==> config.mk <==
export PLATFORM = sky130hd
export DESIGN_NAME = servo_sweep_poll_controller_core
export DESIGN_NICKNAME = d
export VERILOG_FILES = /design/src/ssp_pkg.sv /design/src/servo_sweep_poll_controller_core.sv /design/src/ssp_cfg_regs.sv /design/src/ssp_ctrl.sv
export SDC_FILE = /design/constraint.sdc
export NUM_CORES = 1
export LEC_CHECK = 0
export BUFFER_PORTS_ARGS = -buffer_cell sky130_fd_sc_hd__buf_2
export CELL_PAD_IN_SITES_DETAIL_PLACEMENT = 0
export CELL_PAD_IN_SITES_GLOBAL_PLACEMENT = 1
export CORE_AREA = 2 2 209 211
export DETAILED_ROUTE_END_ITERATION = 6
export DIE_AREA = 0 0 211 213
export PLACE_DENSITY_LB_ADDON = 0.1
export SYNTH_ARGS = -nofsm -noshare
export SYNTH_HDL_FRONTEND = slang
export SYNTH_HIERARCHICAL = 1
export SYNTH_SLANG_ARGS = --single-unit
==> constraint.sdc <==
create_clock -name clk -period 15.3 [get_ports clk]
set_input_delay 1.53 -clock clk [delete_from_list [all_inputs] [get_ports clk]]
set_output_delay 1.53 -clock clk [all_outputs]
set_load 0.05 [all_outputs]
==> src/ssp_pkg.sv <==
// Shared types, constants and helpers for the servo sweep/poll controller.
package ssp_pkg;

    // Controller constants
    localparam int unsigned FEEDBACK_TIMEOUT_TICKS = 100;
    localparam int unsigned TIMER_BITS             = 16;
    localparam int unsigned CMP_BITS               = 32;

    // Field widths
    localparam int unsigned POS_BITS   = 10;
    localparam int unsigned ID_BITS    = 8;
    localparam int unsigned ERR_BITS   = 8;
    localparam int unsigned CNT_BITS   = 16;
    localparam int unsigned PER_BITS   = 16;
    localparam int unsigned CFG_IDX_BITS  = 3;
    localparam int unsigned CFG_DATA_BITS = 16;

    // Configuration register indexes
    localparam logic [CFG_IDX_BITS-1:0] CFG_MODE     = 3'd0;
    localparam logic [CFG_IDX_BITS-1:0] CFG_ID       = 3'd1;
    localparam logic [CFG_IDX_BITS-1:0] CFG_MIN_POS  = 3'd2;
    localparam logic [CFG_IDX_BITS-1:0] CFG_MAX_POS  = 3'd3;
    localparam logic [CFG_IDX_BITS-1:0] CFG_SPEED    = 3'd4;
    localparam logic [CFG_IDX_BITS-1:0] CFG_MARGIN   = 3'd5;
    localparam logic [CFG_IDX_BITS-1:0] CFG_POLL_PER = 3'd6;
    localparam logic [CFG_IDX_BITS-1:0] CFG_ACK_TO   = 3'd7;

    // Reset values of the configuration registers
    localparam logic [POS_BITS-1:0] RST_MAX_POS  = 10'd1023;
    localparam logic [POS_BITS-1:0] RST_SPEED    = 10'd512;
    localparam logic [POS_BITS-1:0] RST_MARGIN   = 10'd20;
    localparam logic [PER_BITS-1:0] RST_POLL_PER = 16'd100;
    localparam logic [PER_BITS-1:0] RST_ACK_TO   = 16'd100;

    // Reported phase codes
    localparam logic [1:0] PHC_IDLE   = 2'd0;
    localparam logic [1:0] PHC_ACK    = 2'd1;
    localparam logic [1:0] PHC_MOVING = 2'd2;
    localparam logic [1:0] PHC_POLL   = 2'd3;

    // Event codes
    localparam logic [1:0] EV_NONE      = 2'd0;
    localparam logic [1:0] EV_REPLY_ERR = 2'd1;
    localparam logic [1:0] EV_ACK_TO    = 2'd2;
    localparam logic [1:0] EV_FB_TO     = 2'd3;

    typedef enum logic [3:0] {
        PH_IDLE   = 4'b0001,
        PH_ACK    = 4'b0010,
        PH_MOVING = 4'b0100,
        PH_POLL   = 4'b1000
    } phase_t;

    typedef struct packed {
        logic                operating_mode;
        logic [ID_BITS-1:0]  servo_id;
        logic [POS_BITS-1:0] min_position;
        logic [POS_BITS-1:0] max_position;
        logic [POS_BITS-1:0] move_speed;
        logic [POS_BITS-1:0] reverse_margin;
        logic [PER_BITS-1:0] poll_period;
        logic [PER_BITS-1:0] ack_timeout;
    } cfg_t;

    typedef struct packed {
        logic                reply_valid;
        logic [ERR_BITS-1:0] reply_error;
        logic [POS_BITS-1:0] reply_position;
        logic                reset_request;
    } item_t;

    typedef struct packed {
        logic                cmd_valid;
        logic                cmd_is_read;
        logic [ID_BITS-1:0]  cmd_target_id;
        logic [POS_BITS-1:0] cmd_goal;
        logic [POS_BITS-1:0] cmd_speed;
        logic                feedback_valid;
        logic [POS_BITS-1:0] feedback_position;
        logic [CNT_BITS-1:0] feedback_count;
        logic [1:0]          controller_phase;
        logic [1:0]          event_status;
    } result_t;

    function automatic logic [1:0] phase_code(input phase_t ph);
        logic [1:0] code;
        case (ph)
            PH_IDLE:   code = PHC_IDLE;
            PH_ACK:    code = PHC_ACK;
            PH_MOVING: code = PHC_MOVING;
            PH_POLL:   code = PHC_POLL;
            default:   code = PHC_IDLE;
        endcase
        return code;
    endfunction

    // Saturating +1
    function automatic logic [TIMER_BITS-1:0] timer_advance(input logic [TIMER_BITS-1:0] t);
        return (t == {TIMER_BITS{1'b1}}) ? t : t + 1'b1;
    endfunction

endpackage

==> src/servo_sweep_poll_controller_core.sv <==
// Top level of the servo sweep/poll controller: input stage, controller, result register.
//
//  channel  | direction | handshake              | payload
//  ---------+-----------+------------------------+---------------------------------------
//  in       | sink      | in_valid / in_stall    | reply_valid, reply_error,
//           |           |                        | reply_position, reset_request
//  out      | source    | out_valid / out_stall  | cmd_*, feedback_*, controller_phase,
//           |           |                        | event_status
//  cfg      | sink      | cfg_write              | cfg_index, cfg_data
//
// One request per clock sustained while the result is not stalled. A request is
// held in the input register, the controller logic runs between that register
// and the result register, from which its result is offered.
// Reset (rst_n, async active low) returns the controller to idle, sweep up,
// counters and timers clear, configuration to its defaults.
// A stalled result holds in the result register; the input register still
// takes one more request, after which in_stall follows out_stall.
module servo_sweep_poll_controller_core
(
    input  logic                                clk,
    input  logic                                rst_n,

    // configuration write port
    input  logic                                cfg_write,
    input  logic [ssp_pkg::CFG_IDX_BITS-1:0]    cfg_index,
    input  logic [ssp_pkg::CFG_DATA_BITS-1:0]   cfg_data,

    // request channel
    input  logic                                in_valid,
    output logic                                in_stall,
    input  logic                                reply_valid,
    input  logic [ssp_pkg::ERR_BITS-1:0]        reply_error,
    input  logic [ssp_pkg::POS_BITS-1:0]        reply_position,
    input  logic                                reset_request,

    // result channel
    output logic                                out_valid,
    input  logic                                out_stall,
    output logic                                cmd_valid,
    output logic                                cmd_is_read,
    output logic [ssp_pkg::ID_BITS-1:0]         cmd_target_id,
    output logic [ssp_pkg::POS_BITS-1:0]        cmd_goal,
    output logic [ssp_pkg::POS_BITS-1:0]        cmd_speed,
    output logic                                feedback_valid,
    output logic [ssp_pkg::POS_BITS-1:0]        feedback_position,
    output logic [ssp_pkg::CNT_BITS-1:0]        feedback_count,
    output logic [1:0]                          controller_phase,
    output logic [1:0]                          event_status
);

    ssp_pkg::cfg_t      cfg;
    ssp_pkg::item_t     in_item;
    ssp_pkg::result_t   step_res;

    // input stage
    logic               s1_valid_reg, s1_valid_next;
    ssp_pkg::item_t     s1_item_reg;

    // result stage
    logic               out_valid_reg, out_valid_next;
    ssp_pkg::result_t   out_res_reg;

    logic               out_free;   // result register can take a new result
    logic               advance;    // input stage moves through the controller
    logic               in_take;    // request accepted this edge

    assign in_item.reply_valid    = reply_valid;
    assign in_item.reply_error    = reply_error;
    assign in_item.reply_position = reply_position;
    assign in_item.reset_request  = reset_request;

    assign out_free = !out_valid_reg || !out_stall;
    assign advance  = s1_valid_reg && out_free;
    assign in_stall = s1_valid_reg && !out_free;
    assign in_take  = in_valid && !in_stall;

    ssp_cfg_regs u_cfg
    (
        .clk       (clk),
        .rst_n     (rst_n),
        .cfg_write (cfg_write),
        .cfg_index (cfg_index),
        .cfg_data  (cfg_data),
        .cfg       (cfg)
    );

    ssp_ctrl u_ctrl
    (
        .clk     (clk),
        .rst_n   (rst_n),
        .advance (advance),
        .item    (s1_item_reg),
        .cfg     (cfg),
        .result  (step_res)
    );

    always_comb
    begin
        if (in_take)
            s1_valid_next = 1'b1;
        else if (advance)
            s1_valid_next = 1'b0;
        else
            s1_valid_next = s1_valid_reg;

        if (advance)
            out_valid_next = 1'b1;
        else if (!out_stall)
            out_valid_next = 1'b0;
        else
            out_valid_next = out_valid_reg;
    end

    always_ff @(posedge clk or negedge rst_n)
    begin
        if (!rst_n)
        begin
            s1_valid_reg  <= 1'b0;
            out_valid_reg <= 1'b0;
        end
        else
        begin
            s1_valid_reg  <= s1_valid_next;
            out_valid_reg <= out_valid_next;
        end
    end

    // payload registers, no reset
    always_ff @(posedge clk)
    begin
        if (in_take)
            s1_item_reg <= in_item;
        if (advance)
            out_res_reg <= step_res;
    end

    assign out_valid         = out_valid_reg;
    assign cmd_valid         = out_res_reg.cmd_valid;
    assign cmd_is_read       = out_res_reg.cmd_is_read;
    assign cmd_target_id     = out_res_reg.cmd_target_id;
    assign cmd_goal          = out_res_reg.cmd_goal;
    assign cmd_speed         = out_res_reg.cmd_speed;
    assign feedback_valid    = out_res_reg.feedback_valid;
    assign feedback_position = out_res_reg.feedback_position;
    assign feedback_count    = out_res_reg.feedback_count;
    assign controller_phase  = out_res_reg.controller_phase;
    assign event_status      = out_res_reg.event_status;

    // a position read always leaves the controller awaiting position
    a_read_to_poll: assert property (@(posedge clk) disable iff (!rst_n)
        out_valid && cmd_valid && cmd_is_read |-> controller_phase == ssp_pkg::PHC_POLL)
        else $error("read command without awaiting-position phase");

    // a goal write never carries zero speed
    a_write_speed: assert property (@(posedge clk) disable iff (!rst_n)
        out_valid && cmd_valid && !cmd_is_read |-> cmd_speed != '0)
        else $error("goal write with zero speed");

    // accepted feedback comes with no event and no command
    a_fb_clean: assert property (@(posedge clk) disable iff (!rst_n)
        out_valid && feedback_valid |-> event_status == ssp_pkg::EV_NONE && !cmd_valid)
        else $error("feedback mixed with event or command");

    // a stall on the input side only arises from a full, stalled result register
    a_stall_cause: assert property (@(posedge clk) disable iff (!rst_n)
        in_stall |=> out_valid)
        else $error("input stalled without a pending result");

endmodule

==> src/ssp_cfg_regs.sv <==
// Configuration register file of the servo sweep/poll controller.
module ssp_cfg_regs
(
    input  logic                                clk,
    input  logic                                rst_n,
    input  logic                                cfg_write,
    input  logic [ssp_pkg::CFG_IDX_BITS-1:0]    cfg_index,
    input  logic [ssp_pkg::CFG_DATA_BITS-1:0]   cfg_data,
    output ssp_pkg::cfg_t                       cfg
);

    ssp_pkg::cfg_t cfg_reg;

    always_ff @(posedge clk or negedge rst_n)
    begin
        if (!rst_n)
        begin
            cfg_reg.operating_mode <= 1'b0;
            cfg_reg.servo_id       <= '0;
            cfg_reg.min_position   <= '0;
            cfg_reg.max_position   <= ssp_pkg::RST_MAX_POS;
            cfg_reg.move_speed     <= ssp_pkg::RST_SPEED;
            cfg_reg.reverse_margin <= ssp_pkg::RST_MARGIN;
            cfg_reg.poll_period    <= ssp_pkg::RST_POLL_PER;
            cfg_reg.ack_timeout    <= ssp_pkg::RST_ACK_TO;
        end
        else if (cfg_write)
        begin
            case (cfg_index)
                ssp_pkg::CFG_MODE:     cfg_reg.operating_mode <= cfg_data[0];
                ssp_pkg::CFG_ID:       cfg_reg.servo_id <= cfg_data[ssp_pkg::ID_BITS-1:0];
                ssp_pkg::CFG_MIN_POS:  cfg_reg.min_position <= cfg_data[ssp_pkg::POS_BITS-1:0];
                ssp_pkg::CFG_MAX_POS:  cfg_reg.max_position <= cfg_data[ssp_pkg::POS_BITS-1:0];
                ssp_pkg::CFG_SPEED:    cfg_reg.move_speed <= cfg_data[ssp_pkg::POS_BITS-1:0];
                ssp_pkg::CFG_MARGIN:   cfg_reg.reverse_margin <= cfg_data[ssp_pkg::POS_BITS-1:0];
                ssp_pkg::CFG_POLL_PER: cfg_reg.poll_period <= cfg_data[ssp_pkg::PER_BITS-1:0];
                ssp_pkg::CFG_ACK_TO:   cfg_reg.ack_timeout <= cfg_data[ssp_pkg::PER_BITS-1:0];
                default:               cfg_reg <= cfg_reg;
            endcase
        end
    end

    assign cfg = cfg_reg;

endmodule

==> src/ssp_ctrl.sv <==
// Controller state and per-tick next-state / result logic.
module ssp_ctrl
(
    input  logic              clk,
    input  logic              rst_n,
    input  logic              advance,
    input  ssp_pkg::item_t    item,
    input  ssp_pkg::cfg_t     cfg,
    output ssp_pkg::result_t  result
);

    ssp_pkg::phase_t                    phase_reg, phase_next;
    logic                               sweep_up_reg, sweep_up_next;
    logic                               reset_pending_reg, reset_pending_next;
    logic [ssp_pkg::POS_BITS-1:0]       target_reg, target_next;
    logic [ssp_pkg::POS_BITS-1:0]       last_pos_reg, last_pos_next;
    logic [ssp_pkg::CNT_BITS-1:0]       count_reg, count_next;
    logic [ssp_pkg::TIMER_BITS-1:0]     reply_timer_reg, reply_timer_next;
    logic [ssp_pkg::TIMER_BITS-1:0]     poll_timer_reg, poll_timer_next;

    logic [ssp_pkg::TIMER_BITS-1:0]     rt_adv, pt_adv;
    logic                               ack_expired, fb_expired, poll_due;
    logic                               near_top, near_bottom;
    ssp_pkg::result_t                   res;

    always_comb
    begin
        rt_adv      = ssp_pkg::timer_advance(reply_timer_reg);
        pt_adv      = ssp_pkg::timer_advance(poll_timer_reg);
        ack_expired = ssp_pkg::CMP_BITS'(rt_adv) > ssp_pkg::CMP_BITS'(cfg.ack_timeout);
        fb_expired  = ssp_pkg::CMP_BITS'(rt_adv) >
                      ssp_pkg::CMP_BITS'(ssp_pkg::FEEDBACK_TIMEOUT_TICKS);
        poll_due    = ssp_pkg::CMP_BITS'(pt_adv) > ssp_pkg::CMP_BITS'(cfg.poll_period);
        // p > t - m  <=>  p + m > t ; p < t + m, all without wrap
        near_top    = ({1'b0, item.reply_position} + {1'b0, cfg.reverse_margin}) >
                      {1'b0, target_reg};
        near_bottom = {1'b0, item.reply_position} <
                      ({1'b0, target_reg} + {1'b0, cfg.reverse_margin});

        phase_next         = phase_reg;
        sweep_up_next      = sweep_up_reg;
        reset_pending_next = reset_pending_reg | item.reset_request;
        target_next        = target_reg;
        last_pos_next      = last_pos_reg;
        count_next         = count_reg;
        reply_timer_next   = rt_adv;
        poll_timer_next    = pt_adv;

        res                = '0;
        res.event_status   = ssp_pkg::EV_NONE;

        case (phase_reg)
            ssp_pkg::PH_IDLE:
            begin
                reset_pending_next = 1'b0;
                if (cfg.operating_mode && sweep_up_reg)
                    target_next = cfg.max_position;
                else
                    target_next = cfg.min_position;
                res.cmd_valid     = 1'b1;
                res.cmd_target_id = cfg.servo_id;
                res.cmd_goal      = target_next;
                res.cmd_speed     = (cfg.move_speed == '0) ?
                                    ssp_pkg::POS_BITS'(1) : cfg.move_speed;
                reply_timer_next  = '0;
                phase_next        = ssp_pkg::PH_ACK;
            end
            ssp_pkg::PH_ACK:
            begin
                if (item.reply_valid)
                begin
                    if (item.reply_error != '0)
                    begin
                        res.event_status = ssp_pkg::EV_REPLY_ERR;
                        phase_next       = ssp_pkg::PH_IDLE;
                    end
                    else if (reset_pending_next)
                        phase_next = ssp_pkg::PH_IDLE;
                    else
                        phase_next = ssp_pkg::PH_MOVING;
                end
                else if (ack_expired)
                begin
                    res.event_status = ssp_pkg::EV_ACK_TO;
                    phase_next       = ssp_pkg::PH_IDLE;
                end
            end
            ssp_pkg::PH_MOVING:
            begin
                if (poll_due)
                begin
                    res.cmd_valid     = 1'b1;
                    res.cmd_is_read   = 1'b1;
                    res.cmd_target_id = cfg.servo_id;
                    poll_timer_next   = '0;
                    reply_timer_next  = '0;
                    phase_next        = ssp_pkg::PH_POLL;
                end
                else if (reset_pending_next)
                    phase_next = ssp_pkg::PH_IDLE;
            end
            ssp_pkg::PH_POLL:
            begin
                if (item.reply_valid)
                begin
                    if (item.reply_error != '0)
                    begin
                        res.event_status = ssp_pkg::EV_REPLY_ERR;
                        if (!cfg.operating_mode)
                            phase_next = ssp_pkg::PH_IDLE;
                    end
                    else
                    begin
                        last_pos_next      = item.reply_position;
                        count_next         = count_reg + 1'b1;
                        res.feedback_valid = 1'b1;
                        if (!cfg.operating_mode)
                            phase_next = ssp_pkg::PH_MOVING;
                        else if (sweep_up_reg && near_top)
                        begin
                            phase_next    = ssp_pkg::PH_IDLE;
                            sweep_up_next = 1'b0;
                        end
                        else if (!sweep_up_reg && near_bottom)
                        begin
                            phase_next    = ssp_pkg::PH_IDLE;
                            sweep_up_next = 1'b1;
                        end
                        else
                            phase_next = ssp_pkg::PH_MOVING;
                    end
                end
                else if (fb_expired)
                begin
                    res.event_status = ssp_pkg::EV_FB_TO;
                    phase_next = reset_pending_next ? ssp_pkg::PH_IDLE : ssp_pkg::PH_MOVING;
                end
            end
            default:
            begin
                phase_next = ssp_pkg::PH_IDLE;
            end
        endcase

        res.feedback_position = last_pos_next;
        res.feedback_count    = count_next;
        res.controller_phase  = ssp_pkg::phase_code(phase_next);
    end

    always_ff @(posedge clk or negedge rst_n)
    begin
        if (!rst_n)
        begin
            phase_reg         <= ssp_pkg::PH_IDLE;
            sweep_up_reg      <= 1'b1;
            reset_pending_reg <= 1'b0;
            target_reg        <= '0;
            last_pos_reg      <= '0;
            count_reg         <= '0;
            reply_timer_reg   <= '0;
            poll_timer_reg    <= '0;
        end
        else if (advance)
        begin
            phase_reg         <= phase_next;
            sweep_up_reg      <= sweep_up_next;
            reset_pending_reg <= reset_pending_next;
            target_reg        <= target_next;
            last_pos_reg      <= last_pos_next;
            count_reg         <= count_next;
            reply_timer_reg   <= reply_timer_next;
            poll_timer_reg    <= poll_timer_next;
        end
    end

    assign result = res;

endmodule
==> report_table.html <==
<table>
<tr><th>Metric</th><th>Value</th></tr>
<tr><th colspan="2">STA</th></tr>
<tr><td>F_max</td><td>204 MHz</td></tr>
<tr><td>Final Hold Violating Endpoints</td><td>0</td></tr>
<tr><td>Skew final</td><td>0.0242 ns</td></tr>
<tr><td>RSZ-0062 raised after global routing</td><td>no</td></tr>
<tr><td>Relative slew margins</td><td>20.5%</td></tr>
<tr><td>Final-report max-slew violation count</td><td>0</td></tr>
<tr><td>Min Tclk post-route</td><td>4.91 ns</td></tr>
<tr><td>Final setup violation count</td><td>0</td></tr>
<tr><td>Tcrit/Tclk final</td><td>32.1%</td></tr>
<tr><td>Accumulated negative setup slack</td><td>0 ns</td></tr>
<tr><td>Slew @ Worst Pin</td><td>1.18 ns</td></tr>
<tr><th colspan="2">Yosys</th></tr>
<tr><td>Mapped cell area</td><td>12,700 sq um</td></tr>
<tr><td>Post-synthesis simple-gate area fraction</td><td>14.0%</td></tr>
<tr><td>Ys flop type</td><td>sky130_fd_sc_hd__dfrtp_1</td></tr>
<tr><td>Compound-Gate Fraction of Synth Area</td><td>9.38%</td></tr>
<tr><td>Synth cell types</td><td>78</td></tr>
<tr><td>Portion of the post-synthesis area used by sequential elements</td><td>50.4%</td></tr>
<tr><td>Arithmetic-cell share of the synthesized area counting full adders, half adders and majority gates</td><td>7.63%</td></tr>
<tr><td>Count of flip-flops with a built-in enable after synthesis</td><td>81</td></tr>
<tr><td>#FFs+latches synth</td><td>238</td></tr>
<tr><td>Combinational family with the most area after synthesis</td><td>simple AND/OR/NAND/NOR gates</td></tr>
<tr><td>Yosys warning count</td><td>6</td></tr>
<tr><td>Async set-or-reset flop fraction in the synthesized netlist</td><td>66.0%</td></tr>
<tr><td>Post-Synthesis Cells</td><td>1,091</td></tr>
<tr><td>Synth Area per Inst</td><td>11.6 sq um</td></tr>
<tr><td>Post-synthesis mux area share</td><td>10.8%</td></tr>
<tr><td>XOR/XNOR share of the synthesized area</td><td>4.29%</td></tr>
<tr><td>Post-Synthesis Net Count</td><td>1,211</td></tr>
<tr><th colspan="2">Die</th></tr>
<tr><td>Standard cell core area</td><td>42,700 sq um</td></tr>
<tr><td>Number of rows created at floorplan</td><td>76</td></tr>
<tr><td>Initial Utilization</td><td>29.7%</td></tr>
<tr><td>Vertical die dimension</td><td>213 microns</td></tr>
<tr><td>Top-level I/O count</td><td>107</td></tr>
<tr><td>Die footprint</td><td>44,900 sq um</td></tr>
<tr><td>Horizontal extent of the die</td><td>211 microns</td></tr>
<tr><th colspan="2">Clock network</th></tr>
<tr><td>Total clock buffers created by CTS</td><td>28</td></tr>
<tr><td>Skew-Pair Late Insertion Delay</td><td>0.58 ns</td></tr>
<tr><td>Sinks on Clock Net</td><td>238</td></tr>
<tr><td>Hold_buf cts</td><td>0</td></tr>
<tr><td>Clock Tree Buf Depth</td><td>3</td></tr>
<tr><td>Number of buffers inserted to repair setup after CTS</td><td>0</td></tr>
<tr><td>Number of H-tree levels</td><td>1</td></tr>
<tr><td>Post-CTS clock slew at the launch and capture registers of the worst setup and hold paths</td><td>0.06 ns</td></tr>
<tr><td>Clock tree from TritonCTS</td><td>built</td></tr>
<tr><td>Root Buffer Master</td><td>sky130_fd_sc_hd__clkbuf_16</td></tr>
<tr><td>Post-CTS Resized</td><td>0</td></tr>
<tr><th colspan="2">Routing</th></tr>
<tr><td>Number of antenna-violating nets in the routed design</td><td>0</td></tr>
<tr><td>First-pass iteration count of the detailed router</td><td>5</td></tr>
<tr><td>DRC errors left</td><td>0</td></tr>
<tr><td>Vias/cell</td><td>4.84</td></tr>
<tr><td>Total via count in the routed design</td><td>8,522</td></tr>
<tr><td>Average wire per cell in the routed design</td><td>18.5 microns</td></tr>
<tr><td>Number of DRC violations after detailed-routing iteration 0</td><td>489</td></tr>
<tr><td>Overall routed net length</td><td>32,500 microns</td></tr>
<tr><th colspan="2">Layout</th></tr>
<tr><td>Flip-flop count of the largest register after layout</td><td>81</td></tr>
<tr><td>Area delta synth-&gt;final</td><td>15.6%</td></tr>
<tr><td>Total Nets Final</td><td>1,311</td></tr>
<tr><td>Most frequent cells in the layout</td><td>sky130_fd_sc_hd__dfrtp_1, sky130_fd_sc_hd__buf_2, sky130_fd_sc_hd__nand2_1</td></tr>
<tr><td>Post-route design area</td><td>14,600 sq um</td></tr>
<tr><td>Share of layout cells above drive strength 1</td><td>24.5%</td></tr>
<tr><td>Commonest non-fill, non-tap cell in the layout</td><td>sky130_fd_sc_hd__dfrtp_1</td></tr>
<tr><th colspan="2">Worst hold path</th></tr>
<tr><td>Worst min path class</td><td>flop to flop</td></tr>
<tr><th colspan="2">Critical path</th></tr>
<tr><td>Nature of the critical path endpoint</td><td>flop</td></tr>
<tr><td>Crit Path Category</td><td>flop to flop</td></tr>
<tr><td>Most numerous cell on the critical path</td><td>sky130_fd_sc_hd__and4_1</td></tr>
<tr><td>Peak fanout along the critical path</td><td>18</td></tr>
<tr><td>List of cells traversed by the critical path</td><td>and4_1, and4_1, nand3_1, and2_1, and3_1, xor2_1, ha_1, or3_1, a221oi_1, o21ai_0, a311oi_1, nor2_1, nor2_2, inv_1, or4_1, nand2_1</td></tr>
<tr><td>CP top delay family</td><td>simple AND/OR/NAND/NOR gates</td></tr>
<tr><td>Worst path slowest cell</td><td>sky130_fd_sc_hd__or4_1</td></tr>
<tr><td>Critical path's largest stage delay</td><td>0.52 ns</td></tr>
<tr><td>CP Buf/Inv Count</td><td>1</td></tr>
<tr><td>Data arrival time at the worst-slack endpoint</td><td>5.41 ns</td></tr>
<tr><td>Startpoint kind of the worst setup timing path</td><td>flop</td></tr>
<tr><td>Endpoint required time on the critical path</td><td>15.80 ns</td></tr>
<tr><th colspan="2">Global route</th></tr>
<tr><td>First-pass GRT wire length</td><td>51,000 microns</td></tr>
<tr><td>Global routing met2 resource utilization</td><td>22.7%</td></tr>
<tr><td>Global routing usage on met1</td><td>21.6%</td></tr>
<tr><td>Overall fraction of global-route tracks in use</td><td>14.8%</td></tr>
<tr><td>Overflow after GRT</td><td>0</td></tr>
<tr><td>GRT met3 Usage</td><td>2.56%</td></tr>
<tr><td>Antenna violations before repair</td><td>3</td></tr>
<tr><td>Vias in the first global route</td><td>8,456</td></tr>
<tr><td>GRT Max-Usage Layer</td><td>met2</td></tr>
<tr><td>Maximum number of pins on one net before global-route repair</td><td>120</td></tr>
<tr><th colspan="2">Pwr</th></tr>
<tr><td>Leakage power total</td><td>6.56 nW</td></tr>
<tr><td>Max rail drop VDD</td><td>0.105 mV</td></tr>
<tr><td>Power per Cell Area</td><td>150 nW/um^2</td></tr>
<tr><th colspan="2">Outcome</th></tr>
<tr><td>Status</td><td>completed</td></tr>
<tr><th colspan="2">Placed design</th></tr>
<tr><td>Cell area after placement</td><td>13,700 sq um</td></tr>
<tr><td>Count of buffers from port buffering</td><td>106</td></tr>
<tr><td>Detailed placer's ending HPWL</td><td>22,500 microns</td></tr>
<tr><td>Routability congestion estimate from global placement</td><td>0.752</td></tr>
<tr><th colspan="2">Flow run</th></tr>
<tr><td>Maximum capacitance violations</td><td>0</td></tr>
</table>
layout make-up:
type / instances / area [sq um]
clock inverter: 12 / 111
inverter: 61 / 229
tap: 546 / 683
fill: 4292 / 28100
sequential: 238 / 6390
antenna: 1 / 2.50
clock buffer: 40 / 776
timing repair buffer: 113 / 602
multi-input combinational: 749 / 5850
path summary, 6_finish.rpt:
path                                           from                        end  slack, ns  cells past startpoint
hold reg to reg                       u_cfg/cfg[79]              u_cfg/cfg[79]       0.48                      1
min in group asynchronous                     rst_n       u_ctrl/count_reg[15]       1.03                      1
setup reg to reg           u_ctrl/poll_timer_reg[3]  u_ctrl/reply_timer_reg[0]      10.39                     16
hold / removal                        u_cfg/cfg[79]              u_cfg/cfg[79]       0.48                      1
max in group asynchronous                     rst_n               u_cfg/cfg[4]      12.71                      2
setup / recovery           u_ctrl/poll_timer_reg[3]  u_ctrl/reply_timer_reg[0]      10.39                     16
routing by layer:
metal	share of wire (%)	wire [microns]
met1	51	16600
met2	43	14000
met3	4.1	1340
met4	2.0	655
met5	0	0
power by group:
| part | switching [W] | internal (W) | leakage, nW |
|---|---|---|---|
| clock network | 0.000277 | 0.000371 | 0.434 |
| logic | 0.000403 | 0.000280 | 3.38 |
| registers | 0.0000848 | 0.000779 | 2.75 |
worst register-to-register path: cells and delay by family (launching register included):
family | cells | cell delay (ns)
compound gates | 3 | 0.77
simple gates | 10 | 2.81
xor+xnor | 1 | 0.15
buf+inv | 1 | 0.47
fa+ha+maj | 1 | 0.19
flops | 1 | 0.45
Yosys cell counts, drive strengths merged (37+ instances only):
library cell | n | area share (%)
dfrtp | 136 | 27
mux2 | 97 | 9.8
nand2 | 89 | 2.6
edfxtp | 81 | 19
ha | 74 | 7.3
nor2 | 69 | 2.1
inv | 61 | 1.8
a21oi | 47 | 1.9
xnor2 | 39 | 2.7
nand3 | 37 | 1.6
o21ai | 37 | 1.5
cells by family (layout without fill, tap and decap cells):
logic type | count (synthesis) | count (layout)
and+or+nand+nor | 325 | 325
buffers and inverters | 104 | 226
other | 0 | 1
adders and majority gates | 76 | 76
DFF | 238 | 238
muxes | 109 | 109
AOI/OAI and AO/OA | 177 | 177
xor gates and xnor gates | 62 | 62
stage by stage:
step	hold slack (ns)	cells	setup slack [ns]	utilization, %	power (W)
floorplan	0.449	1091	7.74	-	0.00137
global placement	0.464	1707	10.57	32.2	0.00157
detailed placement	0.468	1707	10.49	32.2	0.00156
CTS	0.480	1759	10.43	34.3	0.00223
global route	0.494	1760	9.98	34.3	0.00235
finish	0.476	1760	10.39	34.3	0.00220
Power figures use the tool's default switching activity.
